## src/design/mws_pkg.sv

```systemverilog
// Shared types, codes and sizes for the minimum-window subsequence block.
package mws_pkg;

  localparam int PATTERN_MAX = 32;
  localparam int TEXT_MAX    = 65536;

  // Position widths follow from the text capacity.
  localparam int POS_W   = $clog2(TEXT_MAX + 1);
  localparam int START_W = $clog2(TEXT_MAX);
  localparam int LEN_W   = START_W + 1;

  localparam logic [1:0] OP_PATTERN = 2'd0;
  localparam logic [1:0] OP_TEXT    = 2'd1;
  localparam logic [1:0] OP_END     = 2'd2;

  typedef logic [15:0] win_start_t;
  typedef logic [16:0] win_len_t;

  typedef struct packed {
    logic [1:0] op;
    logic [7:0] symbol;
  } in_item_t;

  typedef struct packed {
    logic       found;
    win_start_t window_start;
    win_len_t   window_length;
    logic       overflow;
  } out_item_t;

  // Chain signals handed from one cell to the next.
  typedef struct packed {
    logic               active;
    logic               valid;
    logic [START_W-1:0] start;
  } link_t;

  // Broadcast controls for every cell.
  typedef struct packed {
    logic       clear;
    logic       load;
    logic       scan;
    logic [7:0] symbol;
  } ctl_t;

  // Registered item between the cell row and the best-window tracker.
  typedef struct packed {
    logic               valid;
    logic               is_end;
    logic               hit;
    logic [START_W-1:0] start;
    logic [START_W-1:0] pos;
    logic               nonempty;
    logic               ovf;
  } stage_t;

endpackage

```

## src/design/min_window_subsequence_top.sv

```systemverilog
// Top level of the minimum-window subsequence block: cell row, pipeline and tracker.
//
//   channel  dir  handshake            payload
//   in_      in   in_valid / in_stall  in_data  (op, symbol)
//   out_     out  out_valid/ out_stall out_data (found, window_start,
//                                               window_length, overflow)
//
// One item is taken per cycle while in_stall is low; every cell of the row updates in the
// cycle of the transfer. A result goes from its end-of-text transfer through the hit
// register, then through the best-window compare into the
// output register. Reset (rst_n low, synchronous) empties the pattern row and the
// scan state at once. in_stall rises only while an end-of-text item waits behind
// a result that out_stall is holding.
module min_window_subsequence_top (
  input  logic               clk,
  input  logic               rst_n,
  input  logic               in_valid,
  output logic               in_stall,
  input  mws_pkg::in_item_t  in_data,
  output logic               out_valid,
  input  logic               out_stall,
  output mws_pkg::out_item_t out_data
);

  localparam int N = mws_pkg::PATTERN_MAX;

  logic                        accept;
  logic                        blocked;
  logic                        is_pat;
  logic                        is_text;
  logic                        is_end;
  logic                        pat_full;
  logic                        text_full;
  logic [mws_pkg::POS_W-1:0]   text_pos_r;
  logic                        ovf_r;
  mws_pkg::ctl_t               ctl;
  mws_pkg::link_t              link [0:N];
  logic [N-1:0]                next_active;
  logic [N-1:0]                hit;
  logic                        hit_any;
  logic [mws_pkg::START_W-1:0] hit_start;
  mws_pkg::stage_t             stage_r;

  assign in_stall = blocked;
  assign accept   = in_valid & ~in_stall;

  assign is_pat  = accept & (in_data.op == mws_pkg::OP_PATTERN);
  assign is_text = accept & (in_data.op == mws_pkg::OP_TEXT);
  assign is_end  = accept & (in_data.op == mws_pkg::OP_END);

  // The row is full once its far cell holds a byte.
  assign pat_full  = link[N].active;
  assign text_full = (text_pos_r == mws_pkg::POS_W'(mws_pkg::TEXT_MAX));

  // Drop pattern bytes once any text byte of the run has arrived.
  assign ctl.clear  = is_end;
  assign ctl.load   = is_pat & (text_pos_r == '0) & ~pat_full;
  assign ctl.scan   = is_text & ~text_full;
  assign ctl.symbol = in_data.symbol;

  // The head of the chain looks like a matched, always-valid prefix that
  // starts at the current text position.
  assign link[0].active = 1'b1;
  assign link[0].valid  = 1'b1;
  assign link[0].start  = text_pos_r[mws_pkg::START_W-1:0];

  for (genvar k = 0; k < N; k++) begin : g_cell
    if (k == N - 1) begin : g_tail
      assign next_active[k] = 1'b0;
    end else begin : g_mid
      assign next_active[k] = link[k+2].active;
    end
    mws_cell u_cell (
      .clk         (clk),
      .rst_n       (rst_n),
      .ctl         (ctl),
      .prev        (link[k]),
      .next_active (next_active[k]),
      .link_out    (link[k+1]),
      .hit         (hit[k])
    );
  end

  // At most one cell fires, so an AND-OR picks its window start.
  always_comb begin
    hit_any   = 1'b0;
    hit_start = '0;
    for (int k = 0; k < N; k++) begin
      hit_any   = hit_any | hit[k];
      hit_start = hit_start | ({mws_pkg::START_W{hit[k]}} & link[k].start);
    end
  end

  // Advance the text position and track capacity overflow.
  always_ff @(posedge clk) begin
    if (!rst_n) begin
      text_pos_r <= '0;
      ovf_r      <= 1'b0;
    end else if (is_end) begin
      text_pos_r <= '0;
      ovf_r      <= 1'b0;
    end else begin
      if (ctl.scan) text_pos_r <= text_pos_r + mws_pkg::POS_W'(1);
      if ((is_pat && text_pos_r == '0 && pat_full) || (is_text && text_full)) begin
        ovf_r <= 1'b1;
      end
    end
  end

  // Hit register: hold while the tracker is blocked, otherwise take the
  // transfer of this cycle (or a bubble).
  always_ff @(posedge clk) begin
    if (!rst_n) begin
      stage_r.valid <= 1'b0;
    end else if (!blocked) begin
      stage_r.valid <= ctl.scan | is_end;
    end
    if (!blocked) begin
      stage_r.is_end   <= is_end;
      stage_r.hit      <= hit_any;
      stage_r.start    <= hit_start;
      stage_r.pos      <= text_pos_r[mws_pkg::START_W-1:0];
      stage_r.nonempty <= link[1].active;
      stage_r.ovf      <= ovf_r;
    end
  end

  mws_best u_best (
    .clk       (clk),
    .rst_n     (rst_n),
    .stage     (stage_r),
    .out_stall (out_stall),
    .blocked   (blocked),
    .out_valid (out_valid),
    .out_data  (out_data)
  );

  // Only the last pattern cell may complete a window.
  a_hit_onehot: assert property (@(posedge clk) disable iff (!rst_n) $onehot0(hit))
    else $error("more than one cell completed the pattern");

  // Input is held back only behind a waiting result.
  a_stall_cause: assert property (@(posedge clk) disable iff (!rst_n)
    in_stall |-> (out_valid && out_stall && stage_r.valid && stage_r.is_end))
    else $error("input stalled without a waiting result");

  // An end-of-text transfer empties the pattern row and the scan position.
  a_end_clears: assert property (@(posedge clk) disable iff (!rst_n)
    is_end |=> (!link[1].active && text_pos_r == '0))
    else $error("state not cleared after end of text");

  // Text position never passes capacity.
  a_pos_bound: assert property (@(posedge clk) disable iff (!rst_n)
    text_pos_r <= mws_pkg::POS_W'(mws_pkg::TEXT_MAX))
    else $error("text position beyond capacity");

endmodule

```

## src/design/mws_cell.sv

```systemverilog
// One pattern cell: a pattern byte and the latest window start for its prefix.
module mws_cell (
  input  logic           clk,
  input  logic           rst_n,
  input  mws_pkg::ctl_t  ctl,
  input  mws_pkg::link_t prev,
  input  logic           next_active,
  output mws_pkg::link_t link_out,
  output logic           hit
);

  logic                        active_r;
  logic                        valid_r;
  logic [7:0]                  byte_r;
  logic [mws_pkg::START_W-1:0] start_r;
  logic                        take;

  // Extend the prefix held by the left neighbor when this byte matches.
  assign take = ctl.scan & active_r & (byte_r == ctl.symbol) & prev.valid;
  // Only the last active cell completes the whole pattern.
  assign hit  = take & ~next_active;

  assign link_out.active = active_r;
  assign link_out.valid  = valid_r;
  assign link_out.start  = start_r;

  always_ff @(posedge clk) begin
    if (!rst_n) begin
      active_r <= 1'b0;
      valid_r  <= 1'b0;
    end else if (ctl.clear) begin
      active_r <= 1'b0;
      valid_r  <= 1'b0;
    end else if (ctl.load && !active_r && prev.active) begin
      active_r <= 1'b1;
      valid_r  <= 1'b0;
    end else if (take) begin
      valid_r <= 1'b1;
    end
  end

  always_ff @(posedge clk) begin
    if (ctl.load && !active_r && prev.active) begin
      byte_r  <= ctl.symbol;
      start_r <= '0;
    end else if (take) begin
      start_r <= prev.start;
    end
  end

endmodule

```

## src/design/mws_best.sv

```systemverilog
// Best-window tracker and output register.
module mws_best (
  input  logic               clk,
  input  logic               rst_n,
  input  mws_pkg::stage_t    stage,
  input  logic               out_stall,
  output logic               blocked,
  output logic               out_valid,
  output mws_pkg::out_item_t out_data
);

  logic                        best_found_r;
  logic [mws_pkg::START_W-1:0] best_start_r;
  logic [mws_pkg::LEN_W-1:0]   best_len_r;
  logic                        out_valid_r;
  mws_pkg::out_item_t          out_data_r;
  logic [mws_pkg::LEN_W-1:0]   len;
  logic                        take;
  logic                        emit;
  logic                        found;

  assign len = {1'b0, stage.pos} - {1'b0, stage.start} + mws_pkg::LEN_W'(1);

  // Hold an end item while the previous result still waits.
  assign blocked = stage.valid & stage.is_end & out_valid_r & out_stall;
  assign take    = stage.valid & ~blocked;
  assign emit    = take & stage.is_end;
  assign found   = best_found_r & stage.nonempty;

  always_ff @(posedge clk) begin
    if (!rst_n) begin
      best_found_r <= 1'b0;
      out_valid_r  <= 1'b0;
    end else begin
      if (emit) begin
        out_valid_r  <= 1'b1;
        best_found_r <= 1'b0;
      end else begin
        if (!out_stall) out_valid_r <= 1'b0;
        if (take && stage.hit && (!best_found_r || len < best_len_r)) begin
          best_found_r <= 1'b1;
        end
      end
    end
  end

  always_ff @(posedge clk) begin
    if (emit) begin
      out_data_r.found         <= found;
      out_data_r.window_start  <= found ? mws_pkg::win_start_t'(best_start_r) : '0;
      out_data_r.window_length <= found ? mws_pkg::win_len_t'(best_len_r) : '0;
      out_data_r.overflow      <= stage.ovf;
    end
    if (take && !stage.is_end && stage.hit && (!best_found_r || len < best_len_r)) begin
      best_start_r <= stage.start;
      best_len_r   <= len;
    end
  end

  assign out_valid = out_valid_r;
  assign out_data  = out_data_r;

endmodule

```

## config.mk

```make
export PLATFORM = sky130hd
export DESIGN_NAME = min_window_subsequence_top
export DESIGN_NICKNAME = d
export VERILOG_FILES = /design/src/design/mws_pkg.sv /design/src/design/min_window_subsequence_top.sv /design/src/design/mws_cell.sv /design/src/design/mws_best.sv
export SDC_FILE = /design/constraint.sdc
export NUM_CORES = 2
export LEC_CHECK = 0
export BUFFER_PORTS_ARGS = -buffer_cell sky130_fd_sc_hd__buf_2
export CORE_MARGIN = 5
export CORE_UTILIZATION = 49
export CTS_CLUSTER_DIAMETER = 200
export DETAILED_ROUTE_END_ITERATION = 7
export GPL_ROUTABILITY_DRIVEN = 0
export HOLD_SLACK_MARGIN = 0.08
export SYNTH_ARGS = -nofsm -noshare
export SYNTH_HDL_FRONTEND = slang
export SYNTH_SLANG_ARGS = --single-unit
```

## constraint.sdc

```tcl
create_clock -name clk -period 17.45 [get_ports clk]
set_clock_uncertainty 0.2 [all_clocks]
set_input_delay 1.745 -clock clk [delete_from_list [all_inputs] [get_ports clk]]
set_output_delay 1.745 -clock clk [all_outputs]
set_load 0.02 [all_outputs]
```

### Word-level counts from Yosys, hierarchy flattened

Cells that the tools add are included.

* bits in registers: 940
* logic and storage cells: 595
* output and inout port bits: 37
* bits of input ports: 14

* mux-type cells: 2
* bitwise gates (word level): 268
* magnitude comparators: 1
* reduce and logical (&&, ||, !) cells: 142
* equality and inequality tests: 36
* $add $sub $neg: 3

Operators by type and width (count)
* $and 16x16->16: 32
* $or 16x16->16: 31
* $eq 8x8->1: 32
* $and 1x1->1: 139
* $reduce_or 3->1: 31
* $logic_and 1x1->1: 71
* $add 17x1->17 const B: 2
* $logic_not 1->1: 34
* $not 1->1: 34
* $or 1x1->1: 32
* $eq 17x17->1 const B: 1
* $logic_not 17->1: 1
* $lt 17x17->1: 1
* $sub 16x16->17: 1
* $reduce_or 2->1: 2
* $eq 2x1->1 const B: 1
* $eq 2x2->1 const B: 1
* $logic_not 2->1: 1
* $logic_or 1x1->1: 2
* $mux 1: 2
* $ne 2x1->1 const B: 1

### Depth between registers and ports, before layout

* word-level depth: 43
* mapped depth: 19

### Cells and area by module

A second synthesis with hierarchy kept.

* cells, all modules: 4187
* area total of the unflattened synthesis: 43814.5 um^2

Modules (own cells, without submodules)
* mws_cell: area each 1103.6 um^2, sequential area each 600.6 um^2, cells each 104, instances 32
* min_window_subsequence_top: area each 4815.9 um^2, sequential area each 1461.4 um^2, cells each 565, instances 1
* mws_best: area each 3684.8 um^2, sequential area each 2082.0 um^2, cells each 294, instances 1

### Worst setup path before layout

OpenSTA, ideal clock, no wires.

* path type: reg2reg
* from: register stage_r[4] in the netlist's numbering
* to: register u_best.best_len_r[0] in the netlist's numbering, enable pin
* data required time: 16.807 ns
* path slack: 11.720 ns
* period minus slack after synthesis: 5.730 ns
* library setup time: 0.443 ns
* cell stages (with the launch flop): 17
* arrival time: 5.086 ns
* path buffers: 0
* cells stage by stage: edfxtp_1 -> ha_1 -> ha_1 -> a211oi_1 -> nor2_1 -> o41ai_1 -> o211ai_1 -> o41ai_1 -> o2111ai_1 -> a21oi_1 -> xor2_1 -> ha_1 -> nor2_1 -> nor2_1 -> a211oi_1 -> nand2_1 -> a31oi_1

* cells in the longest elaborated chain, start to end: 5

Ends and longest elaborated chain
* start, declared: RTL line min_window_subsequence_top.sv:42 `mws_pkg::stage_t stage_r;`
* $sub 16x16->17: RTL line mws_best.sv:22 `assign len = {1'b0, stage.pos} - {1'b0, stage.start} + mws_pkg::LEN_W'(1);`
* $add 17x1->17: RTL line mws_best.sv:22
* named net u_best.len (one bit): RTL line mws_best.sv:17 `logic [mws_pkg::LEN_W-1:0] len;`
* $lt 17x17->1: RTL line mws_best.sv:54 `if (take && !stage.is_end && stage.hit && (!best_found_r || len < best_len_r)) begin`
* $logic_or 1x1->1: RTL line mws_best.sv:54
* $logic_and 1x1->1: RTL line mws_best.sv:54
* end signal, assigned: RTL line mws_best.sv:56 `best_len_r <= len;`
* end, declared: RTL line mws_best.sv:14 `logic [mws_pkg::LEN_W-1:0] best_len_r;`

The timed path passes the listed nets, and every way through them passes these cells.
A chain may end at the register's enable or synchronous reset.

### Worst setup path in the final report

* from: register stage_r[20] in the netlist's numbering
* to: register u_best.best_start_r[4] in the netlist's numbering, enable pin

* cells in the longest elaborated chain, start to end: 5

Ends and longest elaborated chain
* $sub 16x16->17: RTL line mws_best.sv:22
* $add 17x1->17: RTL line mws_best.sv:22
* named net u_best.len (one bit): RTL line mws_best.sv:17
* $lt 17x17->1: RTL line mws_best.sv:54
* $logic_or 1x1->1: RTL line mws_best.sv:54
* $logic_and 1x1->1: RTL line mws_best.sv:54
* end signal, assigned: RTL line mws_best.sv:55 `best_start_r <= stage.start;`
* end, declared: RTL line mws_best.sv:13 `logic [mws_pkg::START_W-1:0] best_start_r;`

The timed path passes the listed nets, and every way through them passes these cells.

==> reports/metrics.json <==
{
  "outcome": {"value": "finished, violations left"},
  "violations_in_the_final_reports": {"value": "DRC"},
  "p_total": {"value": 4.47, "unit": "mW"},
  "placement.cell_area": {"value": 40700, "unit": "um^2"},
  "dominant_combinational_cell_family_by_area_after_synthesis": {"value": "multiplexers"},
  "r2r.worst_path.cells": {"value": 17},
  "clock_path_buffers": {"value": 3},
  "drive_above_1_share": {"value": 0.111},
  "power_per_cell_area": {"value": 102, "unit": "nW/um^2"},
  "fp.dieW": {"value": 292, "unit": "um"},
  "hold_end": {"value": "u_best.out_data[0]$_DFFE_PP_"},
  "worst_ep_required_time": {"value": 17.52, "unit": "ns"},
  "seq_area": {"value": 22400, "unit": "um^2"},
  "worst_r2r_endpoint": {"value": "u_best.best_start_r[4]$_DFFE_PP_"},
  "yosysUniqueCellTypes": {"value": 54},
  "critical_path_buf_inv_count": {"value": 1},
  "drc": {"value": 231},
  "cp_cell_sequence": {"value": "inv_1, ha_1, ha_1, a211oi_1, nor2_1, o41ai_1, o211ai_1, o41ai_1, o2111ai_1, a21oi_1, xor2_1, ha_1, nor2_1, nor2_1, a211oi_1, nand2_1, a31oi_4"},
  "timing.setup.tns": {"value": 0, "unit": "ns"},
  "floorplan.die_area": {"value": 85200, "unit": "um^2"},
  "hold_path.startpoint": {"value": "stage_r[0]$_DFFE_PN_"},
  "yosys.area_share.adder": {"value": 0.0163},
  "highest_count_cells_in_the_layout_ignoring_fill_and_taps": {"value": "607 x sky130_fd_sc_hd__nor2_1, 580 x sky130_fd_sc_hd__dfxtp_1, 494 x sky130_fd_sc_hd__mux2i_1, 360 x sky130_fd_sc_hd__edfxtp_1, 222 x sky130_fd_sc_hd__xnor2_1"},
  "post_cts_resize_count": {"value": 0},
  "antenna_found_initial": {"value": 2},
  "num-nets-final": {"value": 3533},
  "dp_slack": {"value": 11.51, "unit": "ns"},
  "final_common_cell": {"value": "sky130_fd_sc_hd__nor2_1"},
  "yosys-mux-area-fraction": {"value": 0.127},
  "basic_gate_share_of_the_synthesized_area_counting_and_or_nand_and_nor_cells": {"value": 0.122},
  "layout.cell_area.non_filler": {"value": 43900, "unit": "um^2"},
  "timing.critical_path.max_delay_family": {"value": "compound AO/OA/AOI/OAI gates"},
  "start_util": {"value": 0.494},
  "multiInputGateArea": {"value": 15700, "unit": "um^2"},
  "syn_nets": {"value": 3477},
  "vias": {"value": 28200},
  "place_hpwl": {"value": 86200, "unit": "um"},
  "grt_max_degree": {"value": 64},
  "ff2ff_setup_slack": {"value": 11.58, "unit": "ns"},
  "io_pins": {"value": 51},
  "slew_viol_final": {"value": 0},
  "setup_ws": {"value": 11.58, "unit": "ns"},
  "cpPeakStageDelay": {"value": 0.89, "unit": "ns"},
  "postSynth.topFlopCell": {"value": "sky130_fd_sc_hd__dfxtp_1"},
  "floorplan.rows": {"value": 103},
  "clock_tree.htree_level_count": {"value": 3},
  "critPathLaunchType": {"value": "flip-flop"},
  "worst-endpoint-arrival": {"value": 5.94, "unit": "ns"},
  "synth-compound-area-share": {"value": 0.0686},
  "setup_viol_count_final": {"value": 0},
  "timing.max_cap.violations": {"value": 0},
  "seq_area_frac_synth": {"value": 0.576},
  "critPathCaptureType": {"value": "flip-flop"},
  "synthXorXnorAreaFrac": {"value": 0.0632},
  "detailedRoute.firstPassIterationCount": {"value": 8},
  "fillerInstances": {"value": 6719},
  "tritoncts": {"value": "done"},
  "drtIter0Drc": {"value": 3661},
  "clkTransAtPathRegs": {"value": 0.06, "unit": "ns"},
  "number_of_global_route_vias_before_repair": {"value": 27400},
  "die_h": {"value": 292, "unit": "um"},
  "clock_latency_at_the_later_pin_of_the_worst_skew_pair": {"value": 0.66, "unit": "ns"},
  "relative_slew_slack": {"value": 0.115},
  "wl_per_cell": {"value": 27.2, "unit": "um"},
  "cts.sinks": {"value": 940},
  "grt-ovfl-total": {"value": 0},
  "setup_repair_after_global_routing_missed_its_margin": {"value": "no"},
  "cts.hold.buffers_added": {"value": 0},
  "drt_wl_total": {"value": 125000, "unit": "um"},
  "count_of_flip_flops_with_a_built_in_enable_after_synthesis": {"value": 360},
  "max_slew.worst_pin.slew": {"value": 1.33, "unit": "ns"},
  "design.core.area": {"value": 78900, "unit": "um^2"},
  "synth_area_leaders": {"value": "sky130_fd_sc_hd__dfxtp_1 30%, sky130_fd_sc_hd__edfxtp_1 28%, sky130_fd_sc_hd__mux2i_1 13%"},
  "grt_first_pass_wirelength": {"value": 184000, "unit": "um"},
  "whs": {"value": 0.236, "unit": "ns"},
  "mappedNetlistArea": {"value": 39000, "unit": "um^2"},
  "hold-path-cell-count": {"value": 0},
  "root_buffer": {"value": "sky130_fd_sc_hd__clkbuf_16"},
  "path_class": {"value": "flip-flop to flip-flop"},
  "synthesized_instance_count": {"value": 3413},
  "hold_viol_final": {"value": 0},
  "antenna_cells": {"value": 0},
  "peakVddDrop": {"value": 86.2, "unit": "uV"},
  "synth_top_cell_area_share": {"value": 0.298},
  "upper_clock_frequency_limit": {"value": 0.170, "unit": "GHz"},
  "drt-met1-wl": {"value": 51800, "unit": "um"},
  "layout_worst_path_cycle_share": {"value": 0.337},
  "met3_length": {"value": 16200, "unit": "um"},
  "place.port_buffers": {"value": 50},
  "netlist.top_cell.by_area": {"value": "sky130_fd_sc_hd__dfxtp_1"},
  "postcts_setup_bufs": {"value": 0},
  "synthToLayoutAreaGrowth": {"value": 12.8, "unit": "%"},
  "postSynth.asyncResetShare": {"value": 0},
  "highest_layer": {"value": "met4"},
  "antenna_violating_nets_post_route": {"value": 0},
  "leakage": {"value": 15.8, "unit": "nW"},
  "drt-vias-per-instance": {"value": 6.13},
  "synth.avg_cell_area": {"value": 11.4, "unit": "um^2"},
  "worstPathMaxFanout": {"value": 33},
  "hold_class": {"value": "flip-flop to flip-flop"},
  "synthesis.yosys.warnings": {"value": 0},
  "globalRouteTotalUtil": {"value": 0.285},
  "cts-buffers-inserted": {"value": 98},
  "post-route-min-period": {"value": 5.87, "unit": "ns"},
  "routed-wl-met2": {"value": 51700, "unit": "um"},
  "cp_slowest_cell": {"value": "sky130_fd_sc_hd__a31oi_4"},
  "worst_r2r_startpoint": {"value": "stage_r[20]$_DFFE_PN_"},
  "ys_seq_elements": {"value": 940}
}
[how the worst max path moves through the flow]
stage,start,to,slack [ns],cells past startpoint
after floorplan,stage_r[4]$_DFFE_PN_,u_best.best_len_r[0]$_DFFE_PP_,11.72,16
after global placement,out_stall,stage_r[19]$_DFFE_PN_,11.51,12
after detailed placement,out_stall,stage_r[19]$_DFFE_PN_,11.51,12
after CTS,stage_r[20]$_DFFE_PN_,u_best.best_start_r[11]$_DFFE_PP_,11.58,17
after global routing,stage_r[20]$_DFFE_PN_,u_best.best_start_r[1]$_DFFE_PP_,11.05,17
final,stage_r[20]$_DFFE_PN_,u_best.best_start_r[4]$_DFFE_PP_,11.58,17
[layout make-up]
type | count | area share
clock buffers | 146 | 0.0675
clock inverters | 35 | 0.00720
inverters | 47 | 0.00402
repair buffers | 147 | 0.0227
well taps | 1050 | 0.0299
multi-input cells | 2235 | 0.358
flip-flops and latches | 940 | 0.510
[power breakdown]
| part | switching (mW) | internal (mW) | total, mW |
|---|---|---|---|
| Clock | 0.869 | 1.25 | 2.12 |
| Combinational | 0.0531 | 0.0249 | 0.0780 |
| Sequential | 0.00222 | 2.27 | 2.28 |
[cell usage after synthesis (3+ instances only)]
library cell,instances
sky130_fd_sc_hd__nor2_1,638
sky130_fd_sc_hd__dfxtp_1,580
sky130_fd_sc_hd__mux2i_1,494
sky130_fd_sc_hd__edfxtp_1,360
sky130_fd_sc_hd__xnor2_1,222
sky130_fd_sc_hd__a22oi_1,137
sky130_fd_sc_hd__buf_2,128
sky130_fd_sc_hd__nand3_1,103
sky130_fd_sc_hd__nand2_1,70
sky130_fd_sc_hd__xor2_1,59
sky130_fd_sc_hd__nand4_1,55
sky130_fd_sc_hd__clkbuf_1,54
sky130_fd_sc_hd__a21oi_1,51
sky130_fd_sc_hd__ha_1,49
sky130_fd_sc_hd__inv_1,47
sky130_fd_sc_hd__a221oi_1,44
sky130_fd_sc_hd__a22o_1,44
sky130_fd_sc_hd__and3_1,43
sky130_fd_sc_hd__nor4_1,42
sky130_fd_sc_hd__o21ai_0,37
sky130_fd_sc_hd__or4_1,34
sky130_fd_sc_hd__nor3_1,18
sky130_fd_sc_hd__a222oi_1,14
sky130_fd_sc_hd__nor2_2,14
sky130_fd_sc_hd__nor3_2,8
sky130_fd_sc_hd__a21o_1,6
sky130_fd_sc_hd__or3_1,6
sky130_fd_sc_hd__a31oi_1,5
sky130_fd_sc_hd__nor2b_1,5
sky130_fd_sc_hd__a211oi_1,4
sky130_fd_sc_hd__buf_4,4
sky130_fd_sc_hd__o21a_1,4
sky130_fd_sc_hd__a221oi_2,3
sky130_fd_sc_hd__and2_1,3
sky130_fd_sc_hd__buf_1,3
[registers in the layout, summed over array words and instances, names as in the netlist]
register,count
u_best.out_valid,1
u_best.best_len_r,17
g_cell.u_cell.active_r,32
g_cell.u_cell.start_r,496
text_pos_r,17
u_best.best_found_r,1
stage_r,37
u_best.best_start_r,16
g_cell.u_cell.byte_r,256
g_cell.u_cell.valid_r,31
u_best.out_data,35
ovf_r,1
[stage by stage]
stage | instances | util
final | 4600 | 0.557
after global routing | 4600 | 0.557
after CTS | 4600 | 0.557
after detailed placement | 4419 | 0.515
after global placement | 4419 | 0.515
after floorplan | 3413 | -
[routing by layer]
layer  up-vias  track usage
li1      12400            -
met1     13800        0.393
met2      1630        0.409
met3       423        0.110
met4         0        0.106
met5         -     0.000554
[logic make-up after synthesis]
logic type               count (synthesis)
buffers and inverters                  238
AND/OR/NAND/NOR                       1049
XOR/XNOR                               281
multiplexers                           494
AO/OA/AOI/OAI                          361
adder cells (fa/ha/maj)                 50
flip-flops                             940
No activity file was read; power rests on OpenSTA's default activity.
